===== src/rtl/rtp_h264_fragment_reassembler_assert.svh =====
// Assertion macros for the RTP H.264 fragment reassembler.
`ifndef RTP_H264_FRAGMENT_REASSEMBLER_ASSERT_SVH
`define RTP_H264_FRAGMENT_REASSEMBLER_ASSERT_SVH

`ifndef SYNTHESIS

`define RTPFR_ASSERT(lbl, clk, rst_n, prop) \
    lbl: assert property (@(posedge clk) disable iff (!rst_n) prop) \
        else $error("rtpfr assertion failed");

`define RTPFR_ASSERT_NEVER(lbl, clk, rst_n, cond) \
    lbl: assert property (@(posedge clk) disable iff (!rst_n) !(cond)) \
        else $error("rtpfr forbidden condition");

`else

`define RTPFR_ASSERT(lbl, clk, rst_n, prop)
`define RTPFR_ASSERT_NEVER(lbl, clk, rst_n, cond)

`endif

`endif


===== src/rtl/rtpfr_pkg.sv =====
`timescale 1ns / 1ps

package rtpfr_pkg;

    localparam int NALU_BUFFER_BYTES  = 4096;
    localparam int MAX_DATAGRAM_BYTES = 2048;

    localparam int POS_W    = $clog2(MAX_DATAGRAM_BYTES + 1);
    localparam int LEN_W    = $clog2(NALU_BUFFER_BYTES + 1);
    localparam int OFFSET_W = 12;
    localparam int NALU_LEN_OUT_W = 13;

    localparam int RTP_HDR_LEN = 12;

    localparam logic [4:0] IDR_TYPE  = 5'd5;
    localparam logic [4:0] FU_A_TYPE = 5'd28;
    localparam logic [7:0] NRI_MASK  = 8'hE0;
    localparam logic [7:0] PACK_START_CODE = 8'hBA;

    localparam int FIFO_DEPTH = 4;
    localparam int FIFO_AW    = $clog2(FIFO_DEPTH);
    localparam int COUNT_W    = $clog2(FIFO_DEPTH + 1);

    localparam int TDATA_W = 136;

    typedef logic [POS_W-1:0] pos_t;
    typedef logic [LEN_W-1:0] len_t;

    typedef enum logic [3:0] {
        EV_SHORT          = 4'd0,
        EV_PS_PACK        = 4'd1,
        EV_RAW_IDR        = 4'd2,
        EV_FRAG_TAKEN     = 4'd3,
        EV_NALU_COMPLETE  = 4'd4,
        EV_NO_START       = 4'd5,
        EV_STREAM_CHANGED = 4'd6,
        EV_SEQ_GAP        = 4'd7,
        EV_UNKNOWN        = 4'd8
    } event_code_t;

    typedef enum logic {
        KIND_WRITE = 1'b0,
        KIND_EVENT = 1'b1
    } result_kind_t;

    typedef struct packed {
        result_kind_t              kind;
        event_code_t               code;
        logic [OFFSET_W-1:0]       write_offset;
        logic [7:0]                write_value;
        logic [NALU_LEN_OUT_W-1:0] nalu_length;
        logic [7:0]                nalu_header_byte;
        logic [31:0]               timestamp;
        logic [31:0]               ssrc;
        logic [15:0]               sequence_num;
        logic [6:0]                rtp_pt;
        logic                      marker;
        logic                      last_in_run;
    } result_t;

endpackage


===== src/rtl/rtp_h264_fragment_reassembler.sv =====
`timescale 1ns / 1ps
// Results are registered into a four-entry result queue when their byte is accepted.
// Throughput: one byte per cycle; a byte yields up to two results, drained one per cycle
//   while m_tready is high; the queue holds off input when under two free slots.
// Reset: synchronous, active low; clears parse state, reassembly context and queue.
`include "rtp_h264_fragment_reassembler_assert.svh"

module rtp_h264_fragment_reassembler (
    input  logic         aclk,
    input  logic         aresetn,
    input  logic         s_tvalid,
    output logic         s_tready,
    input  logic [7:0]   s_tdata,   // [7:0] data_byte
    input  logic         s_tlast,   // last_byte
    output logic         m_tvalid,
    input  logic         m_tready,
    // [3:0] event_code, [15:4] write_offset, [23:16] write_value,
    // [36:24] nalu_length, [44:37] nalu_header_byte, [76:45] rtp_timestamp,
    // [108:77] rtp_ssrc, [124:109] rtp_sequence, [131:125] rtp_payload_type,
    // [132] rtp_marker, [135:133] zero
    output logic [rtpfr_pkg::TDATA_W-1:0] m_tdata,
    output logic         m_tuser,   // [0] result_kind
    output logic         m_tlast    // last_in_run
);

    rtpfr_pkg::pos_t          pos_reg, pos_next;
    logic [15:0]              hdr_seq_reg, hdr_seq_next;
    logic [31:0]              hdr_ts_reg, hdr_ts_next;
    logic [31:0]              hdr_ssrc_reg, hdr_ssrc_next;
    logic [7:0]               hdr_tm_reg, hdr_tm_next;
    logic [7:0]               first_pl_reg, first_pl_next;
    logic                     pack_match_reg, pack_match_next;
    rtpfr_pkg::event_code_t   verdict_reg, verdict_next;
    logic                     end_seen_reg, end_seen_next;
    logic                     ctx_active_reg, ctx_active_next;
    logic [31:0]              ctx_ts_reg, ctx_ts_next;
    logic [31:0]              ctx_ssrc_reg, ctx_ssrc_next;
    logic [15:0]              ctx_exp_seq_reg, ctx_exp_seq_next;
    logic [7:0]               ctx_hdr_reg, ctx_hdr_next;
    rtpfr_pkg::len_t          ctx_len_reg, ctx_len_next;

    rtpfr_pkg::result_t       fifo_mem [rtpfr_pkg::FIFO_DEPTH];
    logic [rtpfr_pkg::FIFO_AW-1:0] wr_ptr_reg, rd_ptr_reg;
    logic [rtpfr_pkg::COUNT_W-1:0] fifo_count_reg, fifo_count_next;

    rtpfr_pkg::result_t       wr_res, ev_res, res0, res1;
    logic                     wr_emit;
    logic [1:0]               res_count;
    logic                     accept, pop;
    logic [4:0]               fu_type;
    logic [7:0]               fu_hdr;
    rtpfr_pkg::pos_t          p;
    logic [7:0]               b;

    assign accept   = s_tvalid && s_tready;
    assign pop      = m_tvalid && m_tready;
    assign s_tready = fifo_count_reg <= rtpfr_pkg::COUNT_W'(rtpfr_pkg::FIFO_DEPTH - 2);
    assign m_tvalid = fifo_count_reg != '0;
    assign p        = pos_reg;
    assign b        = s_tdata;

    always_comb begin
        pos_next         = pos_reg;
        hdr_seq_next     = hdr_seq_reg;
        hdr_ts_next      = hdr_ts_reg;
        hdr_ssrc_next    = hdr_ssrc_reg;
        hdr_tm_next      = hdr_tm_reg;
        first_pl_next    = first_pl_reg;
        pack_match_next  = pack_match_reg;
        verdict_next     = verdict_reg;
        end_seen_next    = end_seen_reg;
        ctx_active_next  = ctx_active_reg;
        ctx_ts_next      = ctx_ts_reg;
        ctx_ssrc_next    = ctx_ssrc_reg;
        ctx_exp_seq_next = ctx_exp_seq_reg;
        ctx_hdr_next     = ctx_hdr_reg;
        ctx_len_next     = ctx_len_reg;
        wr_emit          = 1'b0;
        wr_res           = '0;
        ev_res           = '0;
        res0             = '0;
        res1             = '0;
        res_count        = 2'd0;
        fu_type          = first_pl_reg[4:0];
        fu_hdr           = (first_pl_reg & rtpfr_pkg::NRI_MASK) | {3'b000, b[4:0]};

        if (p == '0) begin
            hdr_seq_next    = '0;
            hdr_ts_next     = '0;
            hdr_ssrc_next   = '0;
            hdr_tm_next     = '0;
            first_pl_next   = '0;
            pack_match_next = 1'b0;
            verdict_next    = rtpfr_pkg::EV_UNKNOWN;
            end_seen_next   = 1'b0;
        end

        if (p < rtpfr_pkg::pos_t'(rtpfr_pkg::MAX_DATAGRAM_BYTES)) begin
            if (p == rtpfr_pkg::pos_t'(1)) begin
                hdr_tm_next = b;
            end else if (p == rtpfr_pkg::pos_t'(2) || p == rtpfr_pkg::pos_t'(3)) begin
                hdr_seq_next = {hdr_seq_next[7:0], b};
            end else if (p >= rtpfr_pkg::pos_t'(4) && p <= rtpfr_pkg::pos_t'(7)) begin
                hdr_ts_next = {hdr_ts_next[23:0], b};
            end else if (p >= rtpfr_pkg::pos_t'(8) && p <= rtpfr_pkg::pos_t'(11)) begin
                hdr_ssrc_next = {hdr_ssrc_next[23:0], b};
            end else if (p == rtpfr_pkg::pos_t'(12)) begin
                first_pl_next   = b;
                pack_match_next = (b == 8'h00);
                if (b[4:0] == rtpfr_pkg::IDR_TYPE) begin
                    verdict_next = rtpfr_pkg::EV_RAW_IDR;
                end
            end else if (p == rtpfr_pkg::pos_t'(13)) begin
                pack_match_next = pack_match_next && (b == 8'h00);
                if (fu_type == rtpfr_pkg::FU_A_TYPE) begin
                    end_seen_next = b[6];
                    if (b[7]) begin
                        ctx_active_next  = 1'b1;
                        ctx_ts_next      = hdr_ts_next;
                        ctx_ssrc_next    = hdr_ssrc_next;
                        ctx_exp_seq_next = hdr_seq_next + 16'd1;
                        ctx_hdr_next     = fu_hdr;
                        ctx_len_next     = '0;
                        verdict_next     = rtpfr_pkg::EV_FRAG_TAKEN;
                    end else if (!ctx_active_next) begin
                        verdict_next = rtpfr_pkg::EV_NO_START;
                    end else if (ctx_ts_next != hdr_ts_next
                                 || ctx_ssrc_next != hdr_ssrc_next) begin
                        ctx_active_next  = 1'b0;
                        ctx_ts_next      = '0;
                        ctx_ssrc_next    = '0;
                        ctx_exp_seq_next = '0;
                        ctx_hdr_next     = '0;
                        ctx_len_next     = '0;
                        verdict_next     = rtpfr_pkg::EV_STREAM_CHANGED;
                    end else if (hdr_seq_next != ctx_exp_seq_next) begin
                        ctx_active_next  = 1'b0;
                        ctx_ts_next      = '0;
                        ctx_ssrc_next    = '0;
                        ctx_exp_seq_next = '0;
                        ctx_hdr_next     = '0;
                        ctx_len_next     = '0;
                        verdict_next     = rtpfr_pkg::EV_SEQ_GAP;
                    end else begin
                        ctx_exp_seq_next = hdr_seq_next + 16'd1;
                        verdict_next     = rtpfr_pkg::EV_FRAG_TAKEN;
                    end
                    if (verdict_next == rtpfr_pkg::EV_FRAG_TAKEN && ctx_len_next == '0) begin
                        wr_emit             = 1'b1;
                        wr_res.write_value  = ctx_hdr_next;
                    end
                end
            end else if (p != '0) begin
                if (p == rtpfr_pkg::pos_t'(14)) begin
                    pack_match_next = pack_match_next && (b == 8'h01);
                end else if (p == rtpfr_pkg::pos_t'(15) && pack_match_next
                             && b == rtpfr_pkg::PACK_START_CODE) begin
                    verdict_next = rtpfr_pkg::EV_PS_PACK;
                end
                if (verdict_next == rtpfr_pkg::EV_FRAG_TAKEN
                    && ctx_len_next < rtpfr_pkg::len_t'(rtpfr_pkg::NALU_BUFFER_BYTES)) begin
                    wr_emit            = 1'b1;
                    wr_res.write_value = b;
                end
            end
            if (wr_emit) begin
                wr_res.kind             = rtpfr_pkg::KIND_WRITE;
                wr_res.code             = rtpfr_pkg::EV_SHORT;
                wr_res.write_offset     = ctx_len_next[rtpfr_pkg::OFFSET_W-1:0];
                wr_res.nalu_header_byte = ctx_hdr_next;
                wr_res.timestamp        = hdr_ts_next;
                wr_res.ssrc             = hdr_ssrc_next;
                wr_res.sequence_num     = hdr_seq_next;
                wr_res.rtp_pt           = hdr_tm_next[6:0];
                wr_res.marker           = hdr_tm_next[7];
                if (ctx_len_next < rtpfr_pkg::len_t'(rtpfr_pkg::NALU_BUFFER_BYTES)) begin
                    ctx_len_next = ctx_len_next + rtpfr_pkg::len_t'(1);
                end
            end
            pos_next = p + rtpfr_pkg::pos_t'(1);
        end

        if (s_tlast) begin
            ev_res.kind = rtpfr_pkg::KIND_EVENT;
            if (p < rtpfr_pkg::pos_t'(rtpfr_pkg::RTP_HDR_LEN - 1)) begin
                ev_res.code = rtpfr_pkg::EV_SHORT;
            end else begin
                ev_res.timestamp    = hdr_ts_next;
                ev_res.ssrc         = hdr_ssrc_next;
                ev_res.sequence_num = hdr_seq_next;
                ev_res.rtp_pt       = hdr_tm_next[6:0];
                ev_res.marker       = hdr_tm_next[7];
                if (verdict_next == rtpfr_pkg::EV_FRAG_TAKEN && end_seen_next) begin
                    ev_res.code             = rtpfr_pkg::EV_NALU_COMPLETE;
                    ev_res.nalu_length      = rtpfr_pkg::NALU_LEN_OUT_W'(ctx_len_next);
                    ev_res.nalu_header_byte = ctx_hdr_next;
                    ev_res.timestamp        = ctx_ts_next;
                    ev_res.ssrc             = ctx_ssrc_next;
                    ctx_active_next  = 1'b0;
                    ctx_ts_next      = '0;
                    ctx_ssrc_next    = '0;
                    ctx_exp_seq_next = '0;
                    ctx_hdr_next     = '0;
                    ctx_len_next     = '0;
                end else if (verdict_next == rtpfr_pkg::EV_FRAG_TAKEN) begin
                    ev_res.code             = rtpfr_pkg::EV_FRAG_TAKEN;
                    ev_res.nalu_header_byte = ctx_hdr_next;
                end else begin
                    ev_res.code = verdict_next;
                end
            end
            pos_next = '0;
        end

        if (wr_emit && s_tlast) begin
            res0             = wr_res;
            res1             = ev_res;
            res1.last_in_run = 1'b1;
            res_count        = 2'd2;
        end else if (wr_emit) begin
            res0             = wr_res;
            res0.last_in_run = 1'b1;
            res_count        = 2'd1;
        end else if (s_tlast) begin
            res0             = ev_res;
            res0.last_in_run = 1'b1;
            res_count        = 2'd1;
        end
    end

    always_comb begin
        fifo_count_next = fifo_count_reg;
        if (accept) begin
            fifo_count_next = fifo_count_next + rtpfr_pkg::COUNT_W'(res_count);
        end
        if (pop) begin
            fifo_count_next = fifo_count_next - rtpfr_pkg::COUNT_W'(1);
        end
    end

    always_ff @(posedge aclk) begin
        if (!aresetn) begin
            pos_reg         <= '0;
            hdr_seq_reg     <= '0;
            hdr_ts_reg      <= '0;
            hdr_ssrc_reg    <= '0;
            hdr_tm_reg      <= '0;
            first_pl_reg    <= '0;
            pack_match_reg  <= 1'b0;
            verdict_reg     <= rtpfr_pkg::EV_SHORT;
            end_seen_reg    <= 1'b0;
            ctx_active_reg  <= 1'b0;
            ctx_ts_reg      <= '0;
            ctx_ssrc_reg    <= '0;
            ctx_exp_seq_reg <= '0;
            ctx_hdr_reg     <= '0;
            ctx_len_reg     <= '0;
            wr_ptr_reg      <= '0;
            rd_ptr_reg      <= '0;
            fifo_count_reg  <= '0;
        end else begin
            if (accept) begin
                pos_reg         <= pos_next;
                hdr_seq_reg     <= hdr_seq_next;
                hdr_ts_reg      <= hdr_ts_next;
                hdr_ssrc_reg    <= hdr_ssrc_next;
                hdr_tm_reg      <= hdr_tm_next;
                first_pl_reg    <= first_pl_next;
                pack_match_reg  <= pack_match_next;
                verdict_reg     <= verdict_next;
                end_seen_reg    <= end_seen_next;
                ctx_active_reg  <= ctx_active_next;
                ctx_ts_reg      <= ctx_ts_next;
                ctx_ssrc_reg    <= ctx_ssrc_next;
                ctx_exp_seq_reg <= ctx_exp_seq_next;
                ctx_hdr_reg     <= ctx_hdr_next;
                ctx_len_reg     <= ctx_len_next;
                wr_ptr_reg      <= wr_ptr_reg + rtpfr_pkg::FIFO_AW'(res_count);
            end
            if (pop) begin
                rd_ptr_reg <= rd_ptr_reg + rtpfr_pkg::FIFO_AW'(1);
            end
            fifo_count_reg <= fifo_count_next;
        end
    end

    always_ff @(posedge aclk) begin
        if (accept && res_count != 2'd0) begin
            fifo_mem[wr_ptr_reg] <= res0;
        end
        if (accept && res_count == 2'd2) begin
            fifo_mem[wr_ptr_reg + rtpfr_pkg::FIFO_AW'(1)] <= res1;
        end
    end

    rtpfr_pkg::result_t head;
    assign head = fifo_mem[rd_ptr_reg];

    assign m_tdata = {3'b000, head.marker, head.rtp_pt, head.sequence_num,
                      head.ssrc, head.timestamp, head.nalu_header_byte,
                      head.nalu_length, head.write_value, head.write_offset,
                      head.code};
    assign m_tuser = head.kind;
    assign m_tlast = head.last_in_run;

    `RTPFR_ASSERT_NEVER(a_fifo_bound, aclk, aresetn,
        fifo_count_reg > rtpfr_pkg::COUNT_W'(rtpfr_pkg::FIFO_DEPTH))
    `RTPFR_ASSERT(a_double_push, aclk, aresetn,
        (accept && res_count == 2'd2 && !pop)
            |=> (fifo_count_reg == $past(fifo_count_reg) + rtpfr_pkg::COUNT_W'(2)))
    `RTPFR_ASSERT(a_idle_ctx_empty, aclk, aresetn,
        !ctx_active_reg |-> (ctx_len_reg == '0 && ctx_hdr_reg == '0))
    `RTPFR_ASSERT_NEVER(a_len_bound, aclk, aresetn,
        ctx_len_reg > rtpfr_pkg::len_t'(rtpfr_pkg::NALU_BUFFER_BYTES))
    `RTPFR_ASSERT_NEVER(a_pos_bound, aclk, aresetn,
        pos_reg > rtpfr_pkg::pos_t'(rtpfr_pkg::MAX_DATAGRAM_BYTES))

endmodule


===== config.mk =====
export PLATFORM = sky130hd
export DESIGN_NAME = rtp_h264_fragment_reassembler
export DESIGN_NICKNAME = d
export VERILOG_FILES = /design/src/rtl/rtpfr_pkg.sv /design/src/rtl/rtp_h264_fragment_reassembler.sv
export VERILOG_INCLUDE_DIRS = /design/src /design/src/rtl
export SDC_FILE = /design/constraint.sdc
export NUM_CORES = 2
export LEC_CHECK = 0
export BUFFER_PORTS_ARGS = -buffer_cell sky130_fd_sc_hd__buf_2
export CAP_MARGIN = 20
export CORE_MARGIN = 2
export CORE_UTILIZATION = 58
export CTS_BUF_LIST = sky130_fd_sc_hd__clkbuf_8
export DETAILED_ROUTE_END_ITERATION = 12
export PLACE_DENSITY = 0.89
export SETUP_SLACK_MARGIN = 0.1
export SYNTH_ARGS = -nofsm -noshare
export SYNTH_HDL_FRONTEND = slang
export SYNTH_SLANG_ARGS = --single-unit

===== constraint.sdc =====
create_clock -name aclk -period 7.4 [get_ports aclk]
set_clock_uncertainty 0.05 [all_clocks]
set_input_delay 1.11 -clock aclk [delete_from_list [all_inputs] [get_ports aclk]]
set_output_delay 1.11 -clock aclk [all_outputs]
set_load 0.05 [all_outputs]

After elaboration in Yosys (flattened, before gate mapping)
Memory sizes are Yosys's and may differ from the RTL's. A register that Yosys moved wholly into a read port is not among the register bits.
Cells that the tools add are included.
- register bits after elaboration: 223
- bits of input ports: 13
- memory bits (writable): 540
- memories: 1
- output and inout port bits: 140
- ROM bits: 0
- latch bits: 0
- multipliers: 0
- $lt $le $gt $ge: 9
- $add $sub $neg: 8
- shift-type cells: 0
- multiplexer cells: 239
- divide/modulo/power cells: 0
- eq/ne operators: 18
- bitwise logic cells: 1
- reductions and logical operators: 24
- memories (memory ; words ; bits a word ; read ports ; clocked after memory_dff ; write ports ; RTL line ; RTL):
    fifo_mem ; 4 ; 135 ; 1 ; 1 ; 2 ; rtp_h264_fragment_reassembler.sv:42 ; rtpfr_pkg::result_t fifo_mem [rtpfr_pkg::FIFO_DEPTH];
- operator list (operator ; count):
    2-to-1 mux 32 bit ; 41
    2-to-1 mux 135 bit ; 4
    2-to-1 mux 8 bit ; 45
    2-to-1 mux 13 bit ; 27
    2-to-1 mux 16 bit ; 19
    2-to-1 mux 109 bit ; 2
    2-to-1 mux 96 bit ; 2
    2-to-1 mux 4 bit ; 32
    2-to-1 mux 64 bit ; 1
    != test 32 bit ; 2
    2-to-1 mux 1 bit ; 52
    == test 12 x 4 -> 1 bit (second input constant) ; 4
    2-to-1 mux 12 bit ; 3
    < comparator 13 bit (second input constant) ; 2
    == test 12 x 2 -> 1 bit (second input constant) ; 2
    2-to-1 mux 20 bit ; 1
    2-to-1 mux 3 bit ; 6
    adder 16 x 1 -> 16 bit (second input constant) ; 1
    != test 16 bit ; 1
    logical AND 1 bit ; 14
    adder 13 x 1 -> 13 bit (second input constant) ; 1
    zero test 13 bit ; 1
    adder 12 x 1 -> 12 bit (second input constant) ; 1
    == test 12 x 1 -> 1 bit (second input constant) ; 1
    27 further kinds ; 34

Depth between registers and ports, before layout
- depth after elaboration: 34
- depth in mapped cells: 24

Worst setup path before layout
Ideal clock, no wire load.
- path kind: input-to-reg
- start point: input port s_tdata[2]
- end point: memory fifo_mem[0][4] (netlist bit), data pin
- arrival time: 7.359 ns
- path buffers: 5
- required time: 7.085 ns
- setup slack: -0.273 ns
- stages on the path: 19
- setup time: 0.265 ns
- path through: or4b_1 or3_1 a21oi_1 nor2_1 a41o_1 nor2b_1 o21a_2 inv_2 buf_6 buf_2 buf_1 ha_1 clkbuf_1 nor2_1 nand2_1 nand2_1 o21ai_1 buf_2 nor2_1
- RTL lines (element ; RTL line ; RTL):
    start: declaration ; rtp_h264_fragment_reassembler.sv:13 ; input logic [7:0] s_tdata,
    end: declaration ; rtp_h264_fragment_reassembler.sv:42 ;

==> flow_summary.ini <==
[critical_path]
critPathMaxStageDelay_ns = 0.94
reg2reg_setup_slack_ns = 1.32
crit_arrival_ns = 6.49
r2r-start = p[11]
cp_max_fo = 55
worstSetupPathType = reg -> reg
critPathCaptureType = flip-flop
crit_top_cell = and4_1
critPathBufInv = 1
crit_path_cell_trace = nor4_2, and4_1, mux2_2, o2111a_1, nor3b_2, and4_1, o21a_2, buf_4, and3_1, o21ai_0, nand2_1, nor2_1
slowest_stage = and4_1
r2r-end = fifo_mem[1][1]
cp_top_family = simple AND/OR/NAND/NOR gates
r2r_cells = 12
start_kind = flip-flop
critPathRequiredTime_ns = 7.81

[die]
start_util = 0.587
dieArea_um2 = 67300
core_region_area_um2 = 64500
rows = 93
die_h_um = 259
die_w_um = 259
pin_count = 153

[drt]
first_pass_iters = 7
via_per_inst = 7.14
route.detailed.wl_per_inst_um = 27.1
wirelength_um = 123000
routed-via-count = 32300
drtIter0Drc = 5401
drc = 0
ant_nets = 0

[global_routing]
grt_max_degree = 87
grt_antenna_before_repair = 5
grt.busiest_layer = met2
met3_usage = 0.0927
grt_usage = 0.356
grt.met1_usage = 0.462
grt_pass1_wl_um = 184000
grt_overflow_total = 0
grt_pass1_vias = 31000
gr-usage-met2 = 0.545

[pwr]
p_sw_frac = 0.373
clockPowerShare = 0.297
switchingPower_mw = 4.43
power.density_nw_per_um2 = 288
power.total_mw = 11.9
p_int_mw = 7.46
irDropWorstVdd_mv = 0.174
power_leakage_nw = 13.2
comb_power_share = 0.286
seqPwrFrac = 0.417

[finish]
fillers = 4646
drive_gt1_frac = 0.171
multiInputGateArea_um2 = 16300
mostFrequentLayoutCells = 460 x edfxtp_1, 409 x nor2_1, 336 x nand2_1, 303 x dfxtp_1, 251 x o22ai_1
largest_reg_flops = 540
regMostFlops = fifo_mem
fin_nets = 3600
final_common_cell = edfxtp_1
final_core_util = 0.641
areaGrowthSynthToFinish_pct = 9.30
regArea_um2 = 19900

[clock_tree]
path_clk_slew_ns = 0.07
cts_num_sinks = 765
clockBufferDepth = 3
clock_latency_ns = 0.78
cts_tree = built
numCtsBuffers = 115
htreeDepth = 3
clock-root-buffer = clkbuf_8
post-cts-setup-buffers = 0
cts-hold-fix-buffers = 0
ctsResizeCount = 0

[synth]
ys_types = 95
synth_edf_count = 460
synth_area_um2 = 37800
yosys.area_share.simple = 0.146
synthArstFlopShare = 0
synth_compound_area_frac = 0.172
yosysTopAreaCell = edfxtp_1
yosysWarnings = 0
seq_area_frac_synth = 0.527
synth_area_leaders = edfxtp_1 37%, dfxtp_1 16%, mux4_2 8.0%
synth_xor_area_frac = 0.00926
ys_ff_latch = 765
yosys.area_share.adder = 0.00417
synth_top_area_share = 0.365
synth_top_family_by_area = compound AO/OA/AOI/OAI gates
ys.flop_type = edfxtp_1
synthCells = 3569
muxShareOfSynthArea = 0.0964
avgSynthCellArea_um2 = 10.6

[timing]
fin_crit_sh = 0.822
slew_headroom = 0.272
period_needed_ns = 6.08
timing.hold.ws_ns = 0.407
rsz0062_at_grt = no
tns_ns = 0
fmaxAchievable_ghz = 0.164
setup_slack_ns = 1.32
worst_pin_slew_ns = 1.09
hold_viol_final = 0
final_max_slew_viol_count = 0
setup_violations = 0

[place]
post-dp-hpwl_um = 77800
io_buffers = 149
pre_cts_slack_ns = 1.57
gp_congestion = 1.05

[hold_path]
worstHoldEndpoint = fifo_mem[0][124]
hold_start = fifo_mem[0][124]
min_path_cells = 2
hp-class = reg -> reg

[job]
max-cap-violations = 0

[outcome]
status = finished clean
[how the worst max path moves through the flow]
| stage | from | to | slack (ns) | cells after the start |
|---|---|---|---|---|
| 6_report | p[11] | fifo_mem[1][1] | 1.32 | 12 |
| 5_1_grt | p[11] | fifo_mem[2][46] | 1.18 | 14 |
| 4_1_cts | p[11] | fifo_mem[1][24] | 1.58 | 12 |
| 3_5_place_dp | p[11] | fifo_mem[1][24] | 1.57 | 12 |
| 3_3_place_gp | p[11] | fifo_mem[1][19] | 1.78 | 12 |
| 2_1_floorplan | p[11] | fifo_mem[2][10] | 0.27 | 20 |
[kinds of logic after synthesis]
group,after synthesis
multiplexers,192
buffers and inverters,417
AO/OA/AOI/OAI,952
other,1
XOR/XNOR,40
flip-flops,765
AND/OR/NAND/NOR,1190
adder cells (fa/ha/maj),12
[power groups by stage]
stage	clock network (mW)	registers, mW	logic (mW)
6_report	3.53	4.96	3.40
3_5_place_dp	0	5.04	3.33
3_3_place_gp	0	5.03	3.30
4_1_cts	3.51	4.95	3.35
2_1_floorplan	0	4.88	2.62
5_1_grt	3.68	4.98	3.52
[metal layers]
layer  up-vias  share of wire
met3       620           0.15
met1     15300           0.34
met5         -        0.00042
met4         8          0.061
li1      13400              -
met2      2976           0.45
[through the flow]
step,cells,instance area [µm²]
6_report,4533,41300
5_1_grt,4533,41300
4_1_cts,4523,41200
3_5_place_dp,4304,38900
3_3_place_gp,4303,38900
2_1_floorplan,3571,37800
[worst reg2reg max path: stages, from the launching register on]
cell and delay (ns):
dfxtp_1 0.42, nor4_2 0.52, and4_1 0.94, mux2_2 0.33, o2111a_1 0.25, nor3b_2 0.26, and4_1 0.28, o21a_2 0.16
buf_4 0.57, and3_1 0.79, o21ai_0 0.31, nand2_1 0.79, nor2_1 0.10
[area by class of cell]
type	count	area share
Inverter	84	0.00781
Timing Repair Buffer	220	0.0331
Clock inverter	86	0.0121
Tap cell	855	0.0259
Sequential cell	765	0.482
Clock buffer	133	0.0443
Multi-Input combinational cell	2389	0.395
Antenna cell	1	0.0000605
[Yosys cell counts (31+ instances only)]
cell type / number
inv_1: 83
and2_1: 49
buf_1: 43
edfxtp_1: 460
dfxtp_1: 305
o22ai_1: 251
nor2_1: 410
nor3_1: 63
nor2b_1: 40
a22o_1: 79
nand2_1: 341
clkbuf_1: 225
nand3_1: 79
nor4_1: 38
mux4_2: 135
buf_2: 50
o21ai_0: 85
a21o_1: 31
a211oi_1: 42
nand2b_1: 38
a22oi_1: 99
a21oi_1: 199
No activity file was read; power rests on OpenSTA's default activity.
